### src/design/tdt_pkg.sv
// Package for the three-phase firing delay timer.
// Holds the item structs, configuration codes and reset values; no dependencies.
`timescale 1ns / 1ps

package tdt_pkg;

  localparam int PHASES     = 3;
  localparam int COUNT_BITS = 16;
  localparam int CFG_BITS   = 16;
  localparam int IDX_BITS   = 2;

  // Configuration register indexes
  localparam logic [IDX_BITS-1:0] REG_PULSE_TICKS   = 2'd0;
  localparam logic [IDX_BITS-1:0] REG_NO_FIRE_LIMIT = 2'd1;
  localparam logic [IDX_BITS-1:0] REG_FULL_ON_LIMIT = 2'd2;

  // Register reset values
  localparam logic [CFG_BITS-1:0] PULSE_TICKS_RST   = 16'd500;
  localparam logic [CFG_BITS-1:0] NO_FIRE_LIMIT_RST = 16'd8000;
  localparam logic [CFG_BITS-1:0] FULL_ON_LIMIT_RST = 16'd10;

  typedef struct packed {
    logic                zero_cross_a;
    logic                zero_cross_b;
    logic                zero_cross_c;
    logic [CFG_BITS-1:0] delay_ticks;
  } in_item_t;

  typedef struct packed {
    logic gate_a;
    logic gate_b;
    logic gate_c;
  } out_item_t;

  typedef struct packed {
    logic [CFG_BITS-1:0] pulse_ticks;
    logic [CFG_BITS-1:0] no_fire_limit;
    logic [CFG_BITS-1:0] full_on_limit;
  } cfg_t;

endpackage

### src/design/tdt_phase.sv
// One phase of the firing delay timer: zero-cross handling, delay and pulse timing.
// Depends on tdt_pkg for widths and the configuration struct.
`timescale 1ns / 1ps

module tdt_phase (
  input  logic                         clk,
  input  logic                         rst,
  input  logic                         en,
  input  logic                         zc,
  input  logic [tdt_pkg::CFG_BITS-1:0] delay,
  input  tdt_pkg::cfg_t                cfg,
  output logic                         gate,
  output logic                         gate_next
);

  logic [tdt_pkg::COUNT_BITS-1:0] tick_count, tick_count_next;
  logic [tdt_pkg::COUNT_BITS-1:0] count_target, count_target_next;
  logic                           running, running_next;
  logic                           pending, pending_next;
  logic                           expire;

  assign expire = (tick_count >= count_target);

  // Next state for one tick
  always_comb begin
    tick_count_next   = tick_count;
    count_target_next = count_target;
    running_next      = running;
    pending_next      = pending;
    gate_next         = gate;
    if (zc) begin
      gate_next = 1'b0;
      if (delay < cfg.no_fire_limit) begin
        running_next = 1'b0;
        if (delay > cfg.full_on_limit) begin
          tick_count_next   = '0;
          count_target_next = delay;
          pending_next      = 1'b1;
          running_next      = 1'b1;
        end else begin
          gate_next = 1'b1;
        end
      end
    end else if (running) begin
      if (expire) begin
        tick_count_next = '0;
        if (pending) begin
          gate_next         = 1'b1;
          count_target_next = cfg.pulse_ticks;
          pending_next      = 1'b0;
        end else begin
          running_next = 1'b0;
          gate_next    = 1'b0;
        end
      end else begin
        tick_count_next = tick_count + 1'b1;
      end
    end
  end

  // Phase state
  always_ff @(posedge clk) begin
    if (rst) begin
      tick_count   <= '0;
      count_target <= '0;
      running      <= 1'b0;
      pending      <= 1'b0;
      gate         <= 1'b0;
    end else if (en) begin
      tick_count   <= tick_count_next;
      count_target <= count_target_next;
      running      <= running_next;
      pending      <= pending_next;
      gate         <= gate_next;
    end
  end

endmodule

### src/design/three_phase_firing_delay_timer.sv
// The input register holds an accepted item, the result register its result item.
// Throughput: one item per cycle while the output is ready; the input register
// refills as the result register is taken and holds one item while the output stalls.
// Reset: synchronous, active high; gates off, timers stopped, registers at
// pulse_ticks 500, no_fire_limit 8000, full_on_limit 10.
`timescale 1ns / 1ps

module three_phase_firing_delay_timer (
  input  logic                         clk,
  input  logic                         rst,
  input  logic                         in_valid,
  output logic                         in_ready,
  input  tdt_pkg::in_item_t            in_data,
  output logic                         out_valid,
  input  logic                         out_ready,
  output tdt_pkg::out_item_t           out_data,
  input  logic                         cfg_valid,
  output logic                         cfg_ready,
  input  logic [tdt_pkg::IDX_BITS-1:0] cfg_index,
  input  logic [tdt_pkg::CFG_BITS-1:0] cfg_data
);

  tdt_pkg::in_item_t                in_reg;
  logic                             in_vld;
  tdt_pkg::cfg_t                    cfg;
  logic                             advance;
  logic [tdt_pkg::PHASES-1:0]       zc;
  logic [tdt_pkg::PHASES-1:0]       gate;
  logic [tdt_pkg::PHASES-1:0]       gate_next;

  assign cfg_ready = 1'b1;
  assign advance   = in_vld && (!out_valid || out_ready);
  assign in_ready  = !in_vld || advance;

  // Configuration registers
  always_ff @(posedge clk) begin
    if (rst) begin
      cfg.pulse_ticks   <= tdt_pkg::PULSE_TICKS_RST;
      cfg.no_fire_limit <= tdt_pkg::NO_FIRE_LIMIT_RST;
      cfg.full_on_limit <= tdt_pkg::FULL_ON_LIMIT_RST;
    end else if (cfg_valid) begin
      unique case (cfg_index)
        tdt_pkg::REG_PULSE_TICKS:   cfg.pulse_ticks   <= cfg_data;
        tdt_pkg::REG_NO_FIRE_LIMIT: cfg.no_fire_limit <= cfg_data;
        tdt_pkg::REG_FULL_ON_LIMIT: cfg.full_on_limit <= cfg_data;
        default: ;
      endcase
    end
  end

  // Input register
  always_ff @(posedge clk) begin
    if (rst) begin
      in_vld <= 1'b0;
    end else if (in_valid && in_ready) begin
      in_vld <= 1'b1;
    end else if (advance) begin
      in_vld <= 1'b0;
    end
  end

  always_ff @(posedge clk) begin
    if (in_valid && in_ready) begin
      in_reg <= in_data;
    end
  end

  assign zc = {in_reg.zero_cross_c, in_reg.zero_cross_b, in_reg.zero_cross_a};

  // Phase timers, one per phase
  for (genvar p = 0; p < tdt_pkg::PHASES; p++) begin : g_phase
    tdt_phase u_phase (
      .clk       (clk),
      .rst       (rst),
      .en        (advance),
      .zc        (zc[p]),
      .delay     (in_reg.delay_ticks),
      .cfg       (cfg),
      .gate      (gate[p]),
      .gate_next (gate_next[p])
    );
  end

  // Result register
  always_ff @(posedge clk) begin
    if (rst) begin
      out_valid <= 1'b0;
    end else if (advance) begin
      out_valid <= 1'b1;
    end else if (out_ready) begin
      out_valid <= 1'b0;
    end
  end

  always_ff @(posedge clk) begin
    if (advance) begin
      out_data.gate_a <= gate_next[0];
      out_data.gate_b <= gate_next[1];
      out_data.gate_c <= gate_next[2];
    end
  end

  // Checks
  a_ready_when_empty: assert property (@(posedge clk) disable iff (rst)
    !out_valid |-> in_ready)
    else $error("input not ready with empty result register");

  a_advance_fills: assert property (@(posedge clk) disable iff (rst)
    advance |=> out_valid)
    else $error("result register not loaded after advance");

  a_out_matches_state: assert property (@(posedge clk) disable iff (rst)
    out_valid |-> (out_data.gate_a == gate[0] && out_data.gate_b == gate[1] &&
                   out_data.gate_c == gate[2]))
    else $error("result item differs from phase gate state");

  a_hold_on_stall: assert property (@(posedge clk) disable iff (rst)
    (in_vld && out_valid && !out_ready) |=> in_vld)
    else $error("pending item lost during output stall");

endmodule

### config.mk
export PLATFORM = sky130hd
export DESIGN_NAME = three_phase_firing_delay_timer
export DESIGN_NICKNAME = d
export VERILOG_FILES = /design/src/design/tdt_pkg.sv /design/src/design/tdt_phase.sv /design/src/design/three_phase_firing_delay_timer.sv
export SDC_FILE = /design/constraint.sdc
export NUM_CORES = 1
export LEC_CHECK = 0
export CORE_MARGIN = 2
export CORE_UTILIZATION = 40
export DETAILED_ROUTE_END_ITERATION = 10
export DONT_BUFFER_PORTS = 1
export PLACE_DENSITY = 0.64
export SYNTH_ARGS = -nofsm -noshare
export SYNTH_HDL_FRONTEND = slang
export SYNTH_HIERARCHICAL = 1
export SYNTH_SLANG_ARGS = --single-unit
### constraint.sdc
create_clock -name clk -period 3.52 [get_ports clk]
set_input_delay 0 -clock clk [delete_from_list [all_inputs] [get_ports clk]]
set_output_delay 0 -clock clk [all_outputs]
set_load 0.01 [all_outputs]
# Word-level counts from Yosys, hierarchy flattened

Cells that the tools add are included.

Register bits: 177
Latch bits: 0
Memory bits (writable): 0
ROM bits: 0
Input bits: 42
Output and inout port bits: 6
Word-level logic and storage cells: 141
Memories: 0

Add/subtract/negate cells: 3
$mul: 0
Div/mod/pow operators: 0
Magnitude comparators: 5
Eq/ne operators: 8
Shifts and indexed selects: 0
Multiplexer cells: 65
Bitwise operators: 0
Reductions and logical operators: 33

Operator list:

| cell                                          | count |
|---|---|
| 2-to-1 mux 16 bit                             | 25 |
| adder 16 x 1 -> 16 bit, second input constant | 3 |
| >= comparator 16 bit                          | 3 |
| 2-to-1 mux 1 bit                              | 40 |
| nonzero test 2 bit                            | 11 |
| AND reduction 6 bit                           | 3 |
| > comparator 16 bit                           | 1 |
| < comparator 16 bit                           | 1 |
| AND reduction 5 bit                           | 3 |
| != test 2 x 1 -> 1 bit, second input constant | 6 |
| AND reduction 2 bit                           | 6 |
| AND reduction 4 bit                           | 3 |
| == test 2 x 1 -> 1 bit, second input constant | 1 |
| == test 2 bit, second input constant          | 1 |
| logical AND 1 bit                             | 2 |
| zero test 1 bit                               | 2 |
| zero test 2 bit                               | 1 |
| logical OR 1 bit                              | 2 |

# Logic depth before layout (Yosys ltp)

Depth in word-level cells: 6
Mapped depth: 10

# Hierarchy

The synthesis kept the hierarchy.

By module, submodules not included:

| module                         | instances | cells each | area each (um^2) | sequential area each (um^2) |
|---|---|---|---|---|
| tdt_phase                      | 3         | 381        | 2911.5           | 700.7 |
| three_phase_firing_delay_timer | 1         | 225        | 2741.4           | 1661.6 |

# Least setup slack after synthesis

Ideal clock, no wire load.

Kind: reg2reg
From: register in_reg[14] (netlist bit)
To: register g_phase[0].u_phase/tick_count[15] (netlist bit)
Library setup time: 0.130 ns
Arrival time: 2.729 ns
Required time: 3.390 ns
Path slack: 0.661 ns
Cell stages (with the launch flop): 10
Period minus slack after synthesis: 2.859 ns
Cells stage by stage: edfxtp_1 ha_1 nand4_2 or4_4 a21o_1 a31o_2 a21o_1 buf_2 o41ai_1 a21oi_1

Longest elaborated chain between the ends: 3
Elaborated cells between the ends (all ways): 5

Ends and longest elaborated chain:

| what                                                              | line                                 | text |
|---|---|---|
| start, declared                                                   | three_phase_firing_delay_timer.sv:23 | `tdt_pkg::in_item_t in_reg;` |
| start signal, assigned                                            | three_phase_firing_delay_timer.sv:64 | `in_reg <= in_data;` |
| < comparator 16 bit / > comparator 16 bit (equally long branches) | tdt_phase.sv:33, tdt_phase.sv:35     |  |
| != test 2 x 1 -> 1 bit (no line)                                  | --                                   |  |
| AND reduction 4 bit (no line) (*)                                 | --                                   |  |
| end signal, assigned                                              | tdt_phase.sv:70                      | `tick_count <= tick_count_next;` |
| end, declared                                                     | tdt_phase.sv:16                      | `logic [tdt_pkg::COUNT_BITS-1:0] tick_count, tick_count_next;` |

Every way passes the cells marked *; elsewhere a longest branch is shown, timed or not.
A chain may end at the register's enable or synchronous reset.

# Worst setup path in the final report

From: register in_reg[15] (netlist bit)
To: register g_phase[0].u_phase/tick_count[7] (netlist bit)

Same word-level chain as after synthesis.

==> impl_results.html <==
<table>
<tr><th>Metric</th><th>Value</th></tr>
<tr><th colspan="2">Flow run</th></tr>
<tr><td>Count of maximum capacitance violations</td><td>0</td></tr>
<tr><th colspan="2">Die</th></tr>
<tr><td>Core region area</td><td>28500 µm²</td></tr>
<tr><td>Die Area</td><td>30100 µm²</td></tr>
<tr><td>Number of ports placed on the die boundary</td><td>48</td></tr>
<tr><td># rows</td><td>62</td></tr>
<tr><td>Chip width</td><td>173 µm</td></tr>
<tr><td>Chip Height</td><td>173 µm</td></tr>
<tr><td>Initial standard-cell utilization of the core</td><td>40.3%</td></tr>
<tr><th colspan="2">Logic synthesis</th></tr>
<tr><td>Fraction of registers with async set or reset after synthesis</td><td>0%</td></tr>
<tr><td>EDFF count, synth</td><td>22</td></tr>
<tr><td>Combinational family with the most area after synthesis</td><td>compound AO/OA/AOI/OAI gates</td></tr>
<tr><td>Primary flip-flop cell chosen by synthesis mapping</td><td>sky130_fd_sc_hd__dfxtp_1</td></tr>
<tr><td>Cell with the most instances after synthesis</td><td>sky130_fd_sc_hd__inv_1</td></tr>
<tr><td>Share of the synthesized area in the top cell type</td><td>27.0%</td></tr>
<tr><td>Proportion of synthesized area in mux cells</td><td>4.45%</td></tr>
<tr><td>Warnings, synthesis</td><td>6</td></tr>
<tr><td>XOR/XNOR Fraction of Synth Area</td><td>0.687%</td></tr>
<tr><td>Post-Synth Adder-Cell Area</td><td>15.7%</td></tr>
<tr><td>Synth Area in Simple Gates</td><td>18.2%</td></tr>
<tr><td>Share of the synthesized area in compound gates (AO/OA/AOI/OAI)</td><td>20.1%</td></tr>
<tr><td>Leading area contributor after synthesis</td><td>sky130_fd_sc_hd__dfxtp_1</td></tr>
<tr><td>Most frequent cells after synthesis</td><td>sky130_fd_sc_hd__inv_1, sky130_fd_sc_hd__dfxtp_1, sky130_fd_sc_hd__ha_1, sky130_fd_sc_hd__nor2_1, sky130_fd_sc_hd__a21oi_1</td></tr>
<tr><td>Top cells by area in the synthesized netlist</td><td>sky130_fd_sc_hd__dfxtp_1, sky130_fd_sc_hd__ha_1, sky130_fd_sc_hd__inv_1, sky130_fd_sc_hd__edfxtp_1, sky130_fd_sc_hd__a21oi_1</td></tr>
<tr><td>Post-synth design cell area</td><td>11500 µm²</td></tr>
<tr><td>Number of distinct library cell variants in the gate-level netlist after synthesis</td><td>56</td></tr>
<tr><td>Synthesized area per cell</td><td>8.39 µm²</td></tr>
<tr><td>Post-Syn Nets</td><td>1554</td></tr>
<tr><td>Sequential share of the synthesized area</td><td>32.8%</td></tr>
<tr><td>Flop and latch count out of synthesis</td><td>177</td></tr>
<tr><td>Post-synthesis cell count</td><td>1368</td></tr>
<tr><th colspan="2">Clocking</th></tr>
<tr><td>Number of buffers inserted by post-CTS setup repair</td><td>0</td></tr>
<tr><td>Number of clock sinks</td><td>177</td></tr>
<tr><td>CTS resizes</td><td>0</td></tr>
<tr><td>CTS Hold Buffers Added</td><td>44</td></tr>
<tr><td>Master cell of the clock root buffer</td><td>sky130_fd_sc_hd__clkbuf_16</td></tr>
<tr><td>Source-to-sink clock delay at the later pin of the worst-skew pair</td><td>0.43 ns</td></tr>
<tr><td>TritonCTS clock tree</td><td>yes</td></tr>
<tr><td>Clock H-tree levels</td><td>4</td></tr>
<tr><td>Number of buffers between clock root and the deepest sink</td><td>2</td></tr>
<tr><td>Worst-path clk slew</td><td>0.07 ns</td></tr>
<tr><td>Clock buffers created by TritonCTS</td><td>17</td></tr>
<tr><th colspan="2">Critical path</th></tr>
<tr><td>Worst stage delay on the critical path</td><td>0.57 ns</td></tr>
<tr><td>Worst-path fanout max</td><td>16</td></tr>
<tr><td>Number of cells traversed by the worst register-to-register path</td><td>9</td></tr>
<tr><td>Critical path data arrival time</td><td>3.63 ns</td></tr>
<tr><td>CP delay by family, top</td><td>compound AO/OA/AOI/OAI gates</td></tr>
<tr><td>R2r startpoint</td><td>in_reg[15]</td></tr>
<tr><td>CP Class</td><td>flip-flop to flip-flop</td></tr>
<tr><td>Cell breakdown of the critical path</td><td>ha_1, nand4_2, or4_4, a21o_1, a31o_2, a21o_1, o21ai_0, buf_4, o21ba_2</td></tr>
<tr><td>CP Data Required Time</td><td>3.84 ns</td></tr>
<tr><td>Slack of the worst reg-to-reg path</td><td>0.21 ns</td></tr>
<tr><td>Crit path max-delay cell type</td><td>sky130_fd_sc_hd__edfxtp_1</td></tr>
<tr><td>Buffering stage count on the worst path with inverters included</td><td>1</td></tr>
<tr><td>Instance count on the critical path</td><td>9</td></tr>
<tr><td>Last element of the critical path</td><td>g_phase[0].u_phase/tick_count[7]</td></tr>
<tr><td>Crit. Startpoint</td><td>in_reg[15]</td></tr>
<tr><td>CP Launch Type</td><td>flip-flop</td></tr>
<tr><td>Worst R2R End</td><td>g_phase[0].u_phase/tick_count[7]</td></tr>
<tr><td>Endpoint type of the worst setup path</td><td>flip-flop</td></tr>
<tr><td>Most frequent cell on the critical path</td><td>sky130_fd_sc_hd__a21o_1</td></tr>
<tr><th colspan="2">Timing</th></tr>
<tr><td>Max-slew headroom</td><td>41.1%</td></tr>
<tr><td>Fin. max-slew vios</td><td>0</td></tr>
<tr><td>Final hold violations</td><td>0</td></tr>
<tr><td>Clock Skews</td><td>0.0143 ns</td></tr>
<tr><td>Crit path setup slack, layout</td><td>0.212 ns</td></tr>
<tr><td>RSZ-0062 raised after global routing</td><td>false</td></tr>
<tr><td>Final setup viols</td><td>0</td></tr>
<tr><td>Post-route minimum period</td><td>3.31 ns</td></tr>
<tr><td>Fmax</td><td>0.302 GHz</td></tr>
<tr><td>Total Neg Setup Slack</td><td>0 ns</td></tr>
<tr><td>Transition time at the pin with the least slew margin</td><td>0.883 ns</td></tr>
<tr><td>Ratio of final minimum period to clock period</td><td>94.0%</td></tr>
<tr><th colspan="2">Layout</th></tr>
<tr><td>Total Nets Final</td><td>1605</td></tr>
<tr><td>Area of all placed cells without fillers</td><td>13000 µm²</td></tr>
<tr><td>Number of diodes</td><td>0</td></tr>
<tr><td>Leading registers by flop count</td><td>cfg (48), g_phase.u_phase/count_target (48), g_phase.u_phase/tick_count (48)</td></tr>
<tr><td>Fraction of final layout cells with drive strength greater than 1</td><td>7.47%</td></tr>
<tr><td>Layout fillers</td><td>2754</td></tr>
<tr><td>Synthesis-to-finish area growth</td><td>13.5%</td></tr>
<tr><th colspan="2">Global route</th></tr>
<tr><td>Via count of the first global-routing pass</td><td>9843</td></tr>
<tr><td>Total global routing track utilization</td><td>21.6%</td></tr>
<tr><td>Initial antenna violation count</td><td>0</td></tr>
<tr><td>Total overflow reported by the global router</td><td>0</td></tr>
<tr><td>Largest net degree at the start of global routing</td><td>148</td></tr>
<tr><td>Wire length of the first global-routing pass</td><td>52.1 mm</td></tr>
<tr><th colspan="2">Drt</th></tr>
<tr><td>Average wire per standard cell</td><td>17.8 µm</td></tr>
<tr><td>Iter 0 DRT Violations</td><td>682</td></tr>
<tr><td>Routed via count divided by cell count</td><td>5.62</td></tr>
<tr><td>Post-detailed-route count of antenna-violating nets</td><td>0</td></tr>
<tr><td>DRT Pass-1 Iters</td><td>5</td></tr>
<tr><td>Final WL</td><td>32.3 mm</td></tr>
<tr><td>Vias after detailed routing</td><td>10200</td></tr>
<tr><td>Residual DRC count</td><td>0</td></tr>
<tr><th colspan="2">Place</th></tr>
<tr><td>Setup slack at placement</td><td>0.247 ns</td></tr>
<tr><td>Weighted congestion at the end of routability-driven global placement</td><td>0.909</td></tr>
<tr><td>Port bufs</td><td>0</td></tr>
<tr><td>Instance area at placement</td><td>12000 µm²</td></tr>
<tr><td>Detailed placement HPWL</td><td>23.8 mm</td></tr>
<tr><th colspan="2">Pwr</th></tr>
<tr><td>Total leakage power</td><td>5.05 nW</td></tr>
<tr><td>Largest voltage drop on the vdd net</td><td>0.296 mV</td></tr>
<tr><td>Total power density per cell area</td><td>365 nW/µm²</td></tr>
<tr><th colspan="2">Status</th></tr>
<tr><td>Status</td><td>finished, final reports clean</td></tr>
<tr><th colspan="2">Min path</th></tr>
<tr><td>Hold Path Class</td><td>primary input to flip-flop</td></tr>
</table>
placed cells by master (no fill, tap or decap), types with 4 or more instances in the layout:
cell                            count
sky130_fd_sc_hd__nor2b_1            6
sky130_fd_sc_hd__clkinv_2           4
sky130_fd_sc_hd__dlygate4sd3_1     43
sky130_fd_sc_hd__a21oi_1          107
sky130_fd_sc_hd__inv_1            179
sky130_fd_sc_hd__a31oi_1            9
sky130_fd_sc_hd__dfxtp_1          155
sky130_fd_sc_hd__nor2_1           134
sky130_fd_sc_hd__ha_1             144
sky130_fd_sc_hd__nand4b_1           6
sky130_fd_sc_hd__or3_1              6
sky130_fd_sc_hd__clkbuf_16         17
sky130_fd_sc_hd__o21bai_1           6
sky130_fd_sc_hd__xnor2_1            9
sky130_fd_sc_hd__clkinvlp_4         5
sky130_fd_sc_hd__a2111oi_0          6
sky130_fd_sc_hd__edfxtp_1          22
sky130_fd_sc_hd__a21o_1             6
sky130_fd_sc_hd__a211oi_1          54
sky130_fd_sc_hd__and3_1            18
sky130_fd_sc_hd__o31ai_1           12
sky130_fd_sc_hd__nand2_1           69
sky130_fd_sc_hd__nand4_1           39
sky130_fd_sc_hd__or4_1             15
sky130_fd_sc_hd__o211ai_1           6
sky130_fd_sc_hd__nand3_1           24
sky130_fd_sc_hd__a31o_2            12
sky130_fd_sc_hd__o21ai_0           54
sky130_fd_sc_hd__o22ai_1           48
sky130_fd_sc_hd__buf_4             38
sky130_fd_sc_hd__nand2b_1          51
sky130_fd_sc_hd__mux2i_1           51
metal layers:
| metal | part of all wire [%] | global-route usage [%] | vias up |
|---|---|---|---|
| li1 | - | - | 5019 |
| met5 | 0 | 0 | - |
| met2 | 46 | 35.3 | 270 |
| met3 | 5.6 | 3.46 | 67 |
| met4 | 3.4 | 8.72 | 0 |
| met1 | 45 | 28.4 | 4858 |
report_power, final:
group / internal (mW) / switching (mW) / total [mW]
combinational: 0.288 / 0.429 / 0.717
sequential: 2.10 / 0.0812 / 2.18
clock: 0.982 / 0.865 / 1.85
total: 3.37 / 1.38 / 4.75
through the flow:
step	hold slack [ns]	instances	power, mW	utilization, %
global route	0.0678	1816	4.95	45.7
floorplan	0.0728	1368	2.67	-
global placement	0.0847	1740	2.85	42.2
finish	0.0530	1816	4.75	45.7
CTS	0.0471	1816	4.77	45.7
detailed placement	0.0891	1740	2.86	42.2
area by class of cell:
class | instances | area [µm²] | area share (%)
Clock inverter | 15 | 134 | 1.03
Timing Repair Buffer | 82 | 743 | 5.71
Clock buffer | 17 | 425 | 3.27
Multi-Input combinational cell | 962 | 6800 | 52.2
Inverter | 179 | 672 | 5.16
Sequential cell | 177 | 3760 | 28.9
Tap cell | 384 | 480 | 3.69
kinds of logic (layout without fill, tap and decap cells):
kind of cell | after synthesis | count (layout)
fa+ha+maj | 144 | 144
simple gates | 401 | 401
buf+inv | 229 | 293
xor+xnor | 9 | 9
flops | 177 | 177
other cells | 1 | 1
compound gates | 356 | 356
mux | 51 | 51
worst min-delay path by stage:
stage          cells after the start      start  slack, ns                                  to
2_1_floorplan                      1        rst       0.07  g_phase[0].u_phase/count_target[0]
3_3_place_gp                       1        rst       0.08             g_phase[0].u_phase/gate
3_5_place_dp                       1        rst       0.09    g_phase[0].u_phase/tick_count[6]
4_1_cts                            2        rst       0.05    g_phase[0].u_phase/tick_count[3]
5_1_grt                            2  cfg_valid       0.07                             cfg[11]
6_report                           2        rst       0.05    g_phase[0].u_phase/tick_count[3]
Note: power is estimated with default switching activity, not from simulation.
